`src/rtl/lfrd_pkg.sv`:
```
`timescale 1ns / 1ps
// ----------------------------------------------------------------------------
// lfrd_pkg
// Shared types and constants of the lagged-Fibonacci range draw core.
// ----------------------------------------------------------------------------
package lfrd_pkg;

  localparam int WORD_BITS       = 32;
  localparam int LONG_LAG_DEF    = 55;
  localparam int SHORT_LAG_DEF   = 31;
  localparam int MAX_REDRAWS     = 65536;
  localparam int REDRAW_BITS     = $clog2(MAX_REDRAWS);

  localparam logic [WORD_BITS-1:0] WORD_MAX = {WORD_BITS{1'b1}};

  localparam logic ACT_LOAD = 1'b0;
  localparam logic ACT_DRAW = 1'b1;

  typedef enum logic [2:0] {
    ST_IDLE,
    ST_DIV_MAX,
    ST_MUL,
    ST_READ,
    ST_SUM,
    ST_DIV_VAL,
    ST_EMIT
  } state_t;

  typedef struct packed {
    logic load;
    logic start_max;
    logic take_div;
    logic mul;
    logic read;
    logic gen;
    logic start_val;
    logic out_load;
  } cmd_t;

  typedef struct packed {
    logic div_done;
    logic reject;
    logic out_free;
  } stat_t;

endpackage

```
`src/rtl/lfrd_ram.sv`:
```
`timescale 1ns / 1ps
// ----------------------------------------------------------------------------
// lfrd_ram
// Generic simple dual-port RAM, one write port, one registered read port.
// ----------------------------------------------------------------------------
module lfrd_ram #(
  parameter int WIDTH = 32,
  parameter int DEPTH = 55
) (
  input  logic                     clk,
  input  logic                     we,
  input  logic [$clog2(DEPTH)-1:0] waddr,
  input  logic [WIDTH-1:0]         wdata,
  input  logic                     re,
  input  logic [$clog2(DEPTH)-1:0] raddr,
  output logic [WIDTH-1:0]         rdata
);

  logic [WIDTH-1:0] mem [DEPTH];

  always_ff @(posedge clk) begin
    if (we) begin
      mem[waddr] <= wdata;
    end
    if (re) begin
      rdata <= mem[raddr];
    end
  end

endmodule

```
`src/rtl/lfrd_div.sv`:
```
`timescale 1ns / 1ps
// ----------------------------------------------------------------------------
// lfrd_div
// Restoring unsigned divider, one quotient bit per cycle.
// ----------------------------------------------------------------------------
module lfrd_div #(
  parameter int WIDTH = 32
) (
  input  logic             clk,
  input  logic             rst,
  input  logic             start,
  input  logic [WIDTH-1:0] dividend,
  input  logic [WIDTH-1:0] divisor,
  output logic             done,
  output logic [WIDTH-1:0] quotient
);

  localparam int CW = $clog2(WIDTH);

  logic             busy;
  logic [CW-1:0]    cnt;
  logic [WIDTH-1:0] rem;
  logic [WIDTH-1:0] dsr;
  logic [WIDTH:0]   trial;
  logic [WIDTH:0]   diff;

  assign trial = {rem, quotient[WIDTH-1]};
  assign diff  = trial - {1'b0, dsr};

  always_ff @(posedge clk) begin
    if (rst) begin
      busy <= 1'b0;
      done <= 1'b0;
      cnt  <= '0;
    end else begin
      done <= busy && (cnt == CW'(WIDTH - 1));
      if (start) begin
        busy <= 1'b1;
        cnt  <= '0;
      end else if (busy) begin
        cnt <= cnt + CW'(1);
        if (cnt == CW'(WIDTH - 1)) begin
          busy <= 1'b0;
        end
      end
    end
  end

  always_ff @(posedge clk) begin
    if (start) begin
      rem      <= '0;
      quotient <= dividend;
      dsr      <= divisor;
    end else if (busy) begin
      if (!diff[WIDTH]) begin
        rem <= diff[WIDTH-1:0];
      end else begin
        rem <= trial[WIDTH-1:0];
      end
      quotient <= {quotient[WIDTH-2:0], ~diff[WIDTH]};
    end
  end

endmodule

```
`src/rtl/lfrd_datapath.sv`:
```
`timescale 1ns / 1ps
// ----------------------------------------------------------------------------
// lfrd_datapath
// Ring memory, lag adder, divider, scaling registers and output register.
// ----------------------------------------------------------------------------
module lfrd_datapath
  import lfrd_pkg::*;
#(
  parameter int LONG_LAG  = LONG_LAG_DEF,
  parameter int SHORT_LAG = SHORT_LAG_DEF
) (
  input  logic                 clk,
  input  logic                 rst,
  input  cmd_t                 cmd,
  output stat_t                stat,
  input  logic [WORD_BITS-1:0] seed_word,
  input  logic [WORD_BITS-1:0] range_size,
  input  logic                 out_ready,
  output logic                 out_valid,
  output logic [WORD_BITS-1:0] value,
  output logic [WORD_BITS-1:0] raw_word
);

  localparam int PW  = $clog2(LONG_LAG);
  localparam int OFS = (SHORT_LAG + LONG_LAG - 1) % LONG_LAG;

  logic [PW-1:0]          pos;
  logic [PW:0]            tap_sum;
  logic [PW-1:0]          tap_addr;
  logic [WORD_BITS-1:0]   last_word;
  logic [WORD_BITS-1:0]   rdata;
  logic [WORD_BITS-1:0]   word;
  logic [WORD_BITS-1:0]   n_reg;
  logic [WORD_BITS-1:0]   n_eff;
  logic [WORD_BITS-1:0]   divisor_reg;
  logic [WORD_BITS-1:0]   max_reg;
  logic [WORD_BITS-1:0]   raw_reg;
  logic [WORD_BITS-1:0]   product;
  logic                   ram_we;
  logic [WORD_BITS-1:0]   ram_wdata;
  logic                   div_start;
  logic [WORD_BITS-1:0]   div_dividend;
  logic [WORD_BITS-1:0]   div_divisor;
  logic                   div_done;
  logic [WORD_BITS-1:0]   quotient;

  assign tap_sum  = {1'b0, pos} + (PW + 1)'(OFS);
  assign tap_addr = (tap_sum >= (PW + 1)'(LONG_LAG)) ?
                    PW'(tap_sum - (PW + 1)'(LONG_LAG)) : tap_sum[PW-1:0];

  // word just before the position is the last one written, once a write follows reset
  assign word      = last_word + rdata;
  assign n_eff     = (range_size == '0) ? WORD_BITS'(1) : range_size;
  // low word of the product, which never exceeds the word maximum
  assign product   = n_reg * divisor_reg;
  assign ram_we    = cmd.load | cmd.gen;
  assign ram_wdata = cmd.load ? seed_word : word;

  assign div_start    = cmd.start_max | cmd.start_val;
  assign div_dividend = cmd.start_val ? word : WORD_MAX;
  assign div_divisor  = cmd.start_val ? divisor_reg : n_eff;

  lfrd_ram #(
    .WIDTH (WORD_BITS),
    .DEPTH (LONG_LAG)
  ) u_pool (
    .clk   (clk),
    .we    (ram_we),
    .waddr (pos),
    .wdata (ram_wdata),
    .re    (cmd.read),
    .raddr (tap_addr),
    .rdata (rdata)
  );

  lfrd_div #(
    .WIDTH (WORD_BITS)
  ) u_div (
    .clk      (clk),
    .rst      (rst),
    .start    (div_start),
    .dividend (div_dividend),
    .divisor  (div_divisor),
    .done     (div_done),
    .quotient (quotient)
  );

  always_ff @(posedge clk) begin
    if (rst) begin
      pos       <= '0;
      out_valid <= 1'b0;
    end else begin
      if (ram_we) begin
        pos <= (pos == PW'(LONG_LAG - 1)) ? '0 : pos + PW'(1);
      end
      if (cmd.out_load) begin
        out_valid <= 1'b1;
      end else if (out_ready) begin
        out_valid <= 1'b0;
      end
    end
  end

  always_ff @(posedge clk) begin
    if (ram_we) begin
      last_word <= ram_wdata;
    end
    if (cmd.start_max) begin
      n_reg <= n_eff;
    end
    if (cmd.take_div) begin
      divisor_reg <= quotient;
    end
    if (cmd.mul) begin
      max_reg <= product;
    end
    if (cmd.gen) begin
      raw_reg <= word;
    end
    if (cmd.out_load) begin
      value    <= quotient;
      raw_word <= raw_reg;
    end
  end

  assign stat.div_done = div_done;
  assign stat.reject   = (word >= max_reg);
  assign stat.out_free = !out_valid || out_ready;

  a_pos_range: assert property (@(posedge clk) disable iff (rst)
    pos < PW'(LONG_LAG - 1) || pos == PW'(LONG_LAG - 1))
    else $error("ring position out of range");

  a_accepted_below_max: assert property (@(posedge clk) disable iff (rst)
    cmd.out_load |-> raw_reg < max_reg)
    else $error("emitted word not below maximum");

  a_value_in_range: assert property (@(posedge clk) disable iff (rst)
    cmd.out_load |-> quotient < n_reg)
    else $error("scaled value not below range");

  a_no_overwrite: assert property (@(posedge clk) disable iff (rst)
    cmd.out_load |-> !out_valid || out_ready)
    else $error("output register overwritten");

endmodule

```
`src/rtl/lfrd_ctrl.sv`:
```
`timescale 1ns / 1ps
// ----------------------------------------------------------------------------
// lfrd_ctrl
// Sequencer for seed loads and bounded draws with rejection redraws.
// ----------------------------------------------------------------------------
module lfrd_ctrl
  import lfrd_pkg::*;
(
  input  logic  clk,
  input  logic  rst,
  input  logic  in_valid,
  input  logic  in_action,
  output logic  in_ready,
  input  stat_t stat,
  output cmd_t  cmd
);

  state_t                 state;
  state_t                 state_next;
  logic [REDRAW_BITS-1:0] tries;
  logic [REDRAW_BITS-1:0] tries_next;

  always_ff @(posedge clk) begin
    if (rst) begin
      state <= ST_IDLE;
      tries <= '0;
    end else begin
      state <= state_next;
      tries <= tries_next;
    end
  end

  always_comb begin
    state_next = state;
    tries_next = tries;
    cmd        = '0;
    in_ready   = 1'b0;
    case (state)
      ST_IDLE: begin
        in_ready = 1'b1;
        if (in_valid) begin
          if (in_action == ACT_DRAW) begin
            cmd.start_max = 1'b1;
            tries_next    = '0;
            state_next    = ST_DIV_MAX;
          end else begin
            cmd.load = 1'b1;
          end
        end
      end
      ST_DIV_MAX: begin
        if (stat.div_done) begin
          cmd.take_div = 1'b1;
          state_next   = ST_MUL;
        end
      end
      ST_MUL: begin
        cmd.mul    = 1'b1;
        state_next = ST_READ;
      end
      ST_READ: begin
        cmd.read   = 1'b1;
        state_next = ST_SUM;
      end
      ST_SUM: begin
        cmd.gen = 1'b1;
        if (stat.reject) begin
          if (tries == REDRAW_BITS'(MAX_REDRAWS - 1)) begin
            state_next = ST_IDLE;
          end else begin
            tries_next = tries + REDRAW_BITS'(1);
            state_next = ST_READ;
          end
        end else begin
          cmd.start_val = 1'b1;
          state_next    = ST_DIV_VAL;
        end
      end
      ST_DIV_VAL: begin
        if (stat.div_done) begin
          state_next = ST_EMIT;
        end
      end
      ST_EMIT: begin
        if (stat.out_free) begin
          cmd.out_load = 1'b1;
          state_next   = ST_IDLE;
        end
      end
      default: begin
        state_next = ST_IDLE;
      end
    endcase
  end

  a_load_only_idle: assert property (@(posedge clk) disable iff (rst)
    (cmd.load || cmd.start_max) |-> in_valid && state == ST_IDLE)
    else $error("item taken outside idle");

  a_emit_after_div: assert property (@(posedge clk) disable iff (rst)
    cmd.out_load |-> $past(state) == ST_DIV_VAL || $past(state) == ST_EMIT)
    else $error("result emitted without value division");

  a_redraw_bound: assert property (@(posedge clk) disable iff (rst)
    (state == ST_SUM && stat.reject && tries == REDRAW_BITS'(MAX_REDRAWS - 1))
      |=> state == ST_IDLE)
    else $error("redraw limit not honored");

endmodule

```
`src/rtl/lagged_fibonacci_range_draw_core.sv`:
```
`timescale 1ns / 1ps
// ----------------------------------------------------------------------------
// lagged_fibonacci_range_draw_core
// Additive lagged-Fibonacci generator with rejection-sampled bounded draws.
// ----------------------------------------------------------------------------
// load item: taken while idle, and a new item can follow in the next cycle
// draw item: the bit-serial divider finds the scale, the next ring word is
//   summed and redrawn while rejected, then the divider scales the accepted word
// a finished result waits in the output register while the next item is taken
// reset clears the ring position, control state and the output valid flag;
//   ring contents are undefined until loaded
// ----------------------------------------------------------------------------
module lagged_fibonacci_range_draw_core
  import lfrd_pkg::*;
#(
  parameter int LONG_LAG  = LONG_LAG_DEF,
  parameter int SHORT_LAG = SHORT_LAG_DEF
) (
  input  logic                   clk,
  input  logic                   rst,
  input  logic                   s_axis_tvalid,
  output logic                   s_axis_tready,
  // seed_word, range_size
  input  logic [2*WORD_BITS-1:0] s_axis_tdata,
  // action
  input  logic                   s_axis_tuser,
  output logic                   m_axis_tvalid,
  input  logic                   m_axis_tready,
  // value, raw_word
  output logic [2*WORD_BITS-1:0] m_axis_tdata
);

  cmd_t                 cmd;
  stat_t                stat;
  logic [WORD_BITS-1:0] value;
  logic [WORD_BITS-1:0] raw_word;

  lfrd_ctrl u_ctrl (
    .clk       (clk),
    .rst       (rst),
    .in_valid  (s_axis_tvalid),
    .in_action (s_axis_tuser),
    .in_ready  (s_axis_tready),
    .stat      (stat),
    .cmd       (cmd)
  );

  lfrd_datapath #(
    .LONG_LAG  (LONG_LAG),
    .SHORT_LAG (SHORT_LAG)
  ) u_datapath (
    .clk        (clk),
    .rst        (rst),
    .cmd        (cmd),
    .stat       (stat),
    .seed_word  (s_axis_tdata[WORD_BITS-1:0]),
    .range_size (s_axis_tdata[2*WORD_BITS-1:WORD_BITS]),
    .out_ready  (m_axis_tready),
    .out_valid  (m_axis_tvalid),
    .value      (value),
    .raw_word   (raw_word)
  );

  assign m_axis_tdata = {raw_word, value};

endmodule

```
`config.mk`:
```
export PLATFORM = sky130hd
export DESIGN_NAME = lagged_fibonacci_range_draw_core
export DESIGN_NICKNAME = d
export VERILOG_FILES = /design/src/rtl/lfrd_pkg.sv /design/src/rtl/lfrd_ram.sv /design/src/rtl/lfrd_div.sv /design/src/rtl/lfrd_datapath.sv /design/src/rtl/lfrd_ctrl.sv /design/src/rtl/lagged_fibonacci_range_draw_core.sv
export SDC_FILE = /design/constraint.sdc
export NUM_CORES = 2
export LEC_CHECK = 0
export BUFFER_PORTS_ARGS = -buffer_cell sky130_fd_sc_hd__buf_4
export CAP_MARGIN = 0
export CORE_MARGIN = 4
export CORE_UTILIZATION = 50
export DETAILED_ROUTE_END_ITERATION = 10
export GPL_TIMING_DRIVEN = 0
export PLACE_DENSITY = 0.66
export SLEW_MARGIN = 10
export SYNTH_ARGS = -nofsm -noshare
export SYNTH_HDL_FRONTEND = slang
export SYNTH_HIERARCHICAL = 1
export SYNTH_SLANG_ARGS = --single-unit
```
`constraint.sdc`:
```
create_clock -name clk -period 15.7 [get_ports clk]
set_clock_uncertainty 0.15 [all_clocks]
set_input_delay 1.57 -clock clk [delete_from_list [all_inputs] [get_ports clk]]
set_output_delay 1.57 -clock clk [all_outputs]
set_load 0.05 [all_outputs]
```
# After elaboration in Yosys (flattened, before gate mapping)
# Memories as Yosys holds them, arrays and structs flattened. A register that Yosys moved wholly into a read port is not among the register bits.
# Cells that the tools add are included.
# op_classes
n_addsub,7
n_bitwise,3
mux,42
reduce_logical,11
magnitude_cmp,2
n_mul,1
eq_ne,16
# ops
operator,n
32-bit 2-to-1 mux,7
16-bit 2-to-1 mux,4
33-bit by 32-bit subtractor with 33-bit output,1
32-bit adder,1
32-bit greater-or-equal comparator,1
32-bit logical NOT,1
32-bit by 32-bit multiplier with 32-bit output,1
16-bit one-hot mux with 2 select lines,1
3-bit one-hot mux with 7 select lines,1
3-bit 2-to-1 mux,6
1-bit 2-to-1 mux,17
"16-bit by 1-bit adder with 16-bit output, second input constant",1
"16-bit equality test, second input constant",1
6-bit 2-to-1 mux,2
"2-bit != test, second input constant",5
5-bit AND reduction,2
"3-bit equality test, second input constant",3
2-bit 2-to-1 mux,4
"6-bit by 5-bit adder with 7-bit output, second input constant",1
"7-bit by 6-bit greater-or-equal comparator with 1-bit output, second input constant",1
"6-bit by 1-bit adder with 6-bit output, second input constant",1
"3-bit by 2-bit equality test with 1-bit output, second input constant",2
"6-bit equality test, second input constant",1
2-bit nonzero test,3
other kinds (12),14
# word_totals
n_memories,1
wordCells,100
out_inout_bits,66
register_bits,353
ram_bits,1760
inputBits,69
# memory_table
memory,depth,width,rd,rd_clocked_by_memory_dff,wr,line,text
u_datapath.u_pool.mem,55,32,1,1,1,lfrd_ram.sv:19,logic [WIDTH-1:0] mem [DEPTH];

# Logic depth before layout (Yosys ltp)
# logic_depth
ltp_word,7
mapped_depth,27
depth_no_buf,25

# Modules after synthesis
# The synthesis kept the hierarchy.
# modules_own_cells
mod,instances,cells_each,area_each_um2,seq_area_each_um2
lfrd_ram,1,3088,68256.7,53811.6
lfrd_datapath,1,2619,26683.1,6866.6
lfrd_div,1,559,5844.4,2702.6
lfrd_ctrl,1,154,1253.7,380.4

# Worst setup path after synthesis
# OpenSTA, ideal clock, no wires.
# synth_path
kind,input -> register
startpoint,input m_axis_tready
endpoint,"register u_datapath.raw_word[0], enable pin"
cell_stages,2
setup_ns,0.580
arrival_time_ns,6.499
required_ns,14.970
slack_ns,8.470
n_path_buf,0
cell_sequence,nand2b_1 > nor3b_1
# synth_lines
element,line,text
"start, declared",lagged_fibonacci_range_draw_core.sv:28,"input logic m_axis_tready,"
"end signal, assigned",lfrd_datapath.sv:122,raw_word <= raw_reg;
"end, declared",lfrd_datapath.sv:21,output logic [WORD_BITS-1:0] raw_word

==> out/qor.yml <==
status:
  outcome: "completed"
grt:
  grt_pass1_wl_um: 433600
  first_global_vias: 60080
  grt_max_degree: 57
  antenna_found_initial: 15
  grt_overflow: 0
  track_usage: 0.2880
pwr:
  peakVddDrop_mv: 0.4128
  cellLeakagePower_nw: 41.28
  p_total_mw: 17.17
  powerDensity_nw_per_um2: 147.1
critical_path:
  cp.arrival_ps: 11340
  cp_max_fo: 33
  end_kind: "flip-flop"
  cp-start-kind: "flip-flop"
  reg2reg_slack_ps: 4630
  rr_worst_depth: 25
  cp.required_ps: 15970
  path_class: "flip-flop to flip-flop"
  reg2reg_to: "u_datapath/u_div/quotient[18]"
  r2r_start: "u_datapath/last_word[0]"
cells_and_area:
  fin_area_um2: 116700
  finalNetCount: 7595
  post-route-util: 0.5761
  stdcell_count: 9753
  drive_above_1_share: 0.1809
  fill_cells: 15350
  final_cell_mix: "2,080 x edfxtp_1, 538 x inv_1, 452 x nand2_1"
  area_growth_syn_to_layout_pct: 14.35
  regMostFlops: "u_datapath/u_pool/mem"
  largest_reg_flops: 1760
  layout_commonest_cell: "edfxtp_1"
hold_path:
  min_path_cells: 0
  holdCritStartpoint: "u_datapath/raw_reg[14]"
  hold_path_end: "u_datapath/raw_word[14]"
  hold_path_class: "flip-flop to flip-flop"
synth:
  synth_edf_count: 2080
  yosysWarnings: 6
  avgSynthCellArea_um2: 15.89
  syn_nets: 7126
  synth_ff_type: "edfxtp_1"
  netlist_instances: 6420
  ys_ff_latch: 2145
  ys_seq_area_frac: 0.6249
  ys_types: 87
  synth_area_um2: 102000
  synthArstFlopShare: 0
floorplanning:
  num_rows: 165
  ios: 135
  die_x_um: 459.7
  die_h_um: 459.7
  core_region_area_um2: 202500
  die_area_um2: 211400
  initial_core_util: 0.5038
cts:
  cts.path.max_buffers: 3
  cts_tree: "done"
  cts_setup_buffers: 0
  cts.sinks: 2145
  numCtsBuffers: 210
  post_cts_resized: 0
  clock_latency_ps: 870
  htree_levels: 4
  cts_hold_buf: 0
  clk_pin_slew_ps: 60
  clockRootBuffer: "clkbuf_16"
timing:
  hold-worst-slack_ps: 258.9
  setup_tns_ps: 0
  finalHoldViolCount: 0
  tightest_slew_ps: 1347
  setup_violations: 0
  finalMaxSlewViolations: 0
  post-route-min-period_ps: 11070
  period_share: 0.7053
  grt_setup_unrepaired: "no"
  setup_slack_ps: 4627
  maxSlewHeadroom: 0.09050
  fmax_mhz: 90.31
job:
  maxCapViolations: 0
placement:
  placed_cells: 9348
  placed_cell_area_um2: 109500
  dp_hpwl_um: 220400
  place_congestion: 0.9878
  dp_slack_ps: 4746
  portBuffers: 134
drt:
  drt-pass1-iter-count: 6
  wl_per_cell_um: 31.07
  wirelength_um: 303000
  post-route-drc-count: 0
  num_vias: 59950
  first_iter_violations: 7460
  antenna_left: 0
  viasPerCell: 6.146
[synthesized netlist by cell type (10+ instances only)]
| master | n | area share |
|---|---|---|
| edfxtp_1 | 2080 | 0.61 |
| inv_1 | 539 | 0.020 |
| nand2_1 | 452 | 0.017 |
| fa_1 | 410 | 0.080 |
| mux4_2 | 352 | 0.078 |
| and2_1 | 296 | 0.018 |
| clkbuf_1 | 228 | 0.0084 |
| ha_1 | 227 | 0.028 |
| mux2i_1 | 193 | 0.019 |
| a21oi_1 | 176 | 0.0086 |
| nor2_1 | 166 | 0.0061 |
| o21ai_0 | 136 | 0.0067 |
| o22ai_1 | 123 | 0.0075 |
| mux2_2 | 113 | 0.012 |
| xnor2_1 | 105 | 0.0090 |
| dfxtp_1 | 65 | 0.013 |
| a21o_1 | 53 | 0.0039 |
| buf_2 | 51 | 0.0025 |
| a211oi_1 | 49 | 0.0036 |
| xor2_1 | 43 | 0.0037 |
| nand3_1 | 41 | 0.0020 |
| nor3_1 | 39 | 0.0019 |
| nand2b_1 | 34 | 0.0021 |
| or3_1 | 31 | 0.0019 |
| buf_4 | 30 | 0.0022 |
| nor2b_1 | 29 | 0.0018 |
| a221oi_1 | 28 | 0.0024 |
| buf_6 | 23 | 0.0025 |
| a32o_1 | 21 | 0.0021 |
| nand4_1 | 19 | 0.0012 |
| or4_1 | 16 | 0.0012 |
| buf_1 | 15 | 0.00055 |
| o221ai_1 | 15 | 0.0013 |
| o21bai_1 | 14 | 0.0010 |
| o211ai_1 | 13 | 0.00096 |
| o21a_1 | 13 | 0.00096 |
| or2_2 | 13 | 0.00080 |
| mux4_1 | 11 | 0.0028 |
| nand3b_1 | 11 | 0.00081 |
| nor4_1 | 11 | 0.00067 |
| o31ai_1 | 11 | 0.00081 |
| a31oi_1 | 10 | 0.00061 |
| and3_1 | 10 | 0.00061 |
[worst max-delay path by stage]
stage,from,end,slack [ps],cells past startpoint
after floorplan,m_axis_tready,u_datapath/raw_word[0],8470,2
after global placement,u_datapath/u_pool/rdata[6],u_datapath/u_div/quotient[14],4690,22
after detailed placement,u_datapath/last_word[0],u_datapath/u_div/quotient[14],4750,25
after CTS,u_datapath/last_word[0],u_datapath/u_div/quotient[17],4590,25
after global routing,u_datapath/last_word[0],u_datapath/u_div/quotient[17],4230,25
final,u_datapath/last_word[0],u_datapath/u_div/quotient[18],4630,25
[power breakdown]
part,internal [mW],leakage (nW),switching [mW]
clock network,2.93,3.43,2.24
registers,6.65,19.3,0.0504
logic,2.06,18.5,3.24
[final cells by class]
class / count / area [µm²] / area share
flip-flops and latches: 2145 / 63760 / 0.5465
plain buffers: 350 / 1715 / 0.01470
clock buffers: 250 / 5405 / 0.04633
diodes: 7 / 17.52 / 0.0001501
multi-input cells: 3386 / 35370 / 0.3031
clock inverters: 147 / 1754 / 0.01503
repair buffers: 257 / 3292 / 0.02821
inverters: 539 / 2023 / 0.01734
well taps: 2672 / 3343 / 0.02865
[per-layer routing]
layer  vias to the layer above  global-route usage  wire [µm]
met2                      3165              0.4572     143300
met5                         -                   0         72
li1                      24830                   -          -
met1                     31280              0.3844     113800
met4                        10              0.1542      19360
met3                       660             0.04775      26460
[worst max-delay path, cell delays in order, from the launching register on]
cell and delay (ps):
edfxtp_1 400, ha_1 270, fa_1 420, a21o_1 210, a211oi_1 360, o21bai_1 130
a21boi_0 350, o21bai_1 100, a21oi_1 170, xor2_1 880, inv_1 210, ha_1 350
and4_1 170, a21oi_1 150, a21oi_1 210, o31ai_1 320, o211ai_1 170, a221oi_1 940
o41ai_1 510, nor2b_1 370, clkbuf_1 440, clkbuf_1 660, or2_2 760, clkbuf_1 550
clkbuf_1 560, or2_2 760
[kinds of logic after synthesis]
group,after synthesis,synth area share
adders and majority gates,637,0.1083
buffers and inverters,889,0.03660
muxes,670,0.1121
and+or+nand+nor,1194,0.05812
xor gates and xnor gates,149,0.01286
AOI/OAI and AO/OA,736,0.04718
DFF,2145,0.6249
Power figures use the tool's default switching activity.
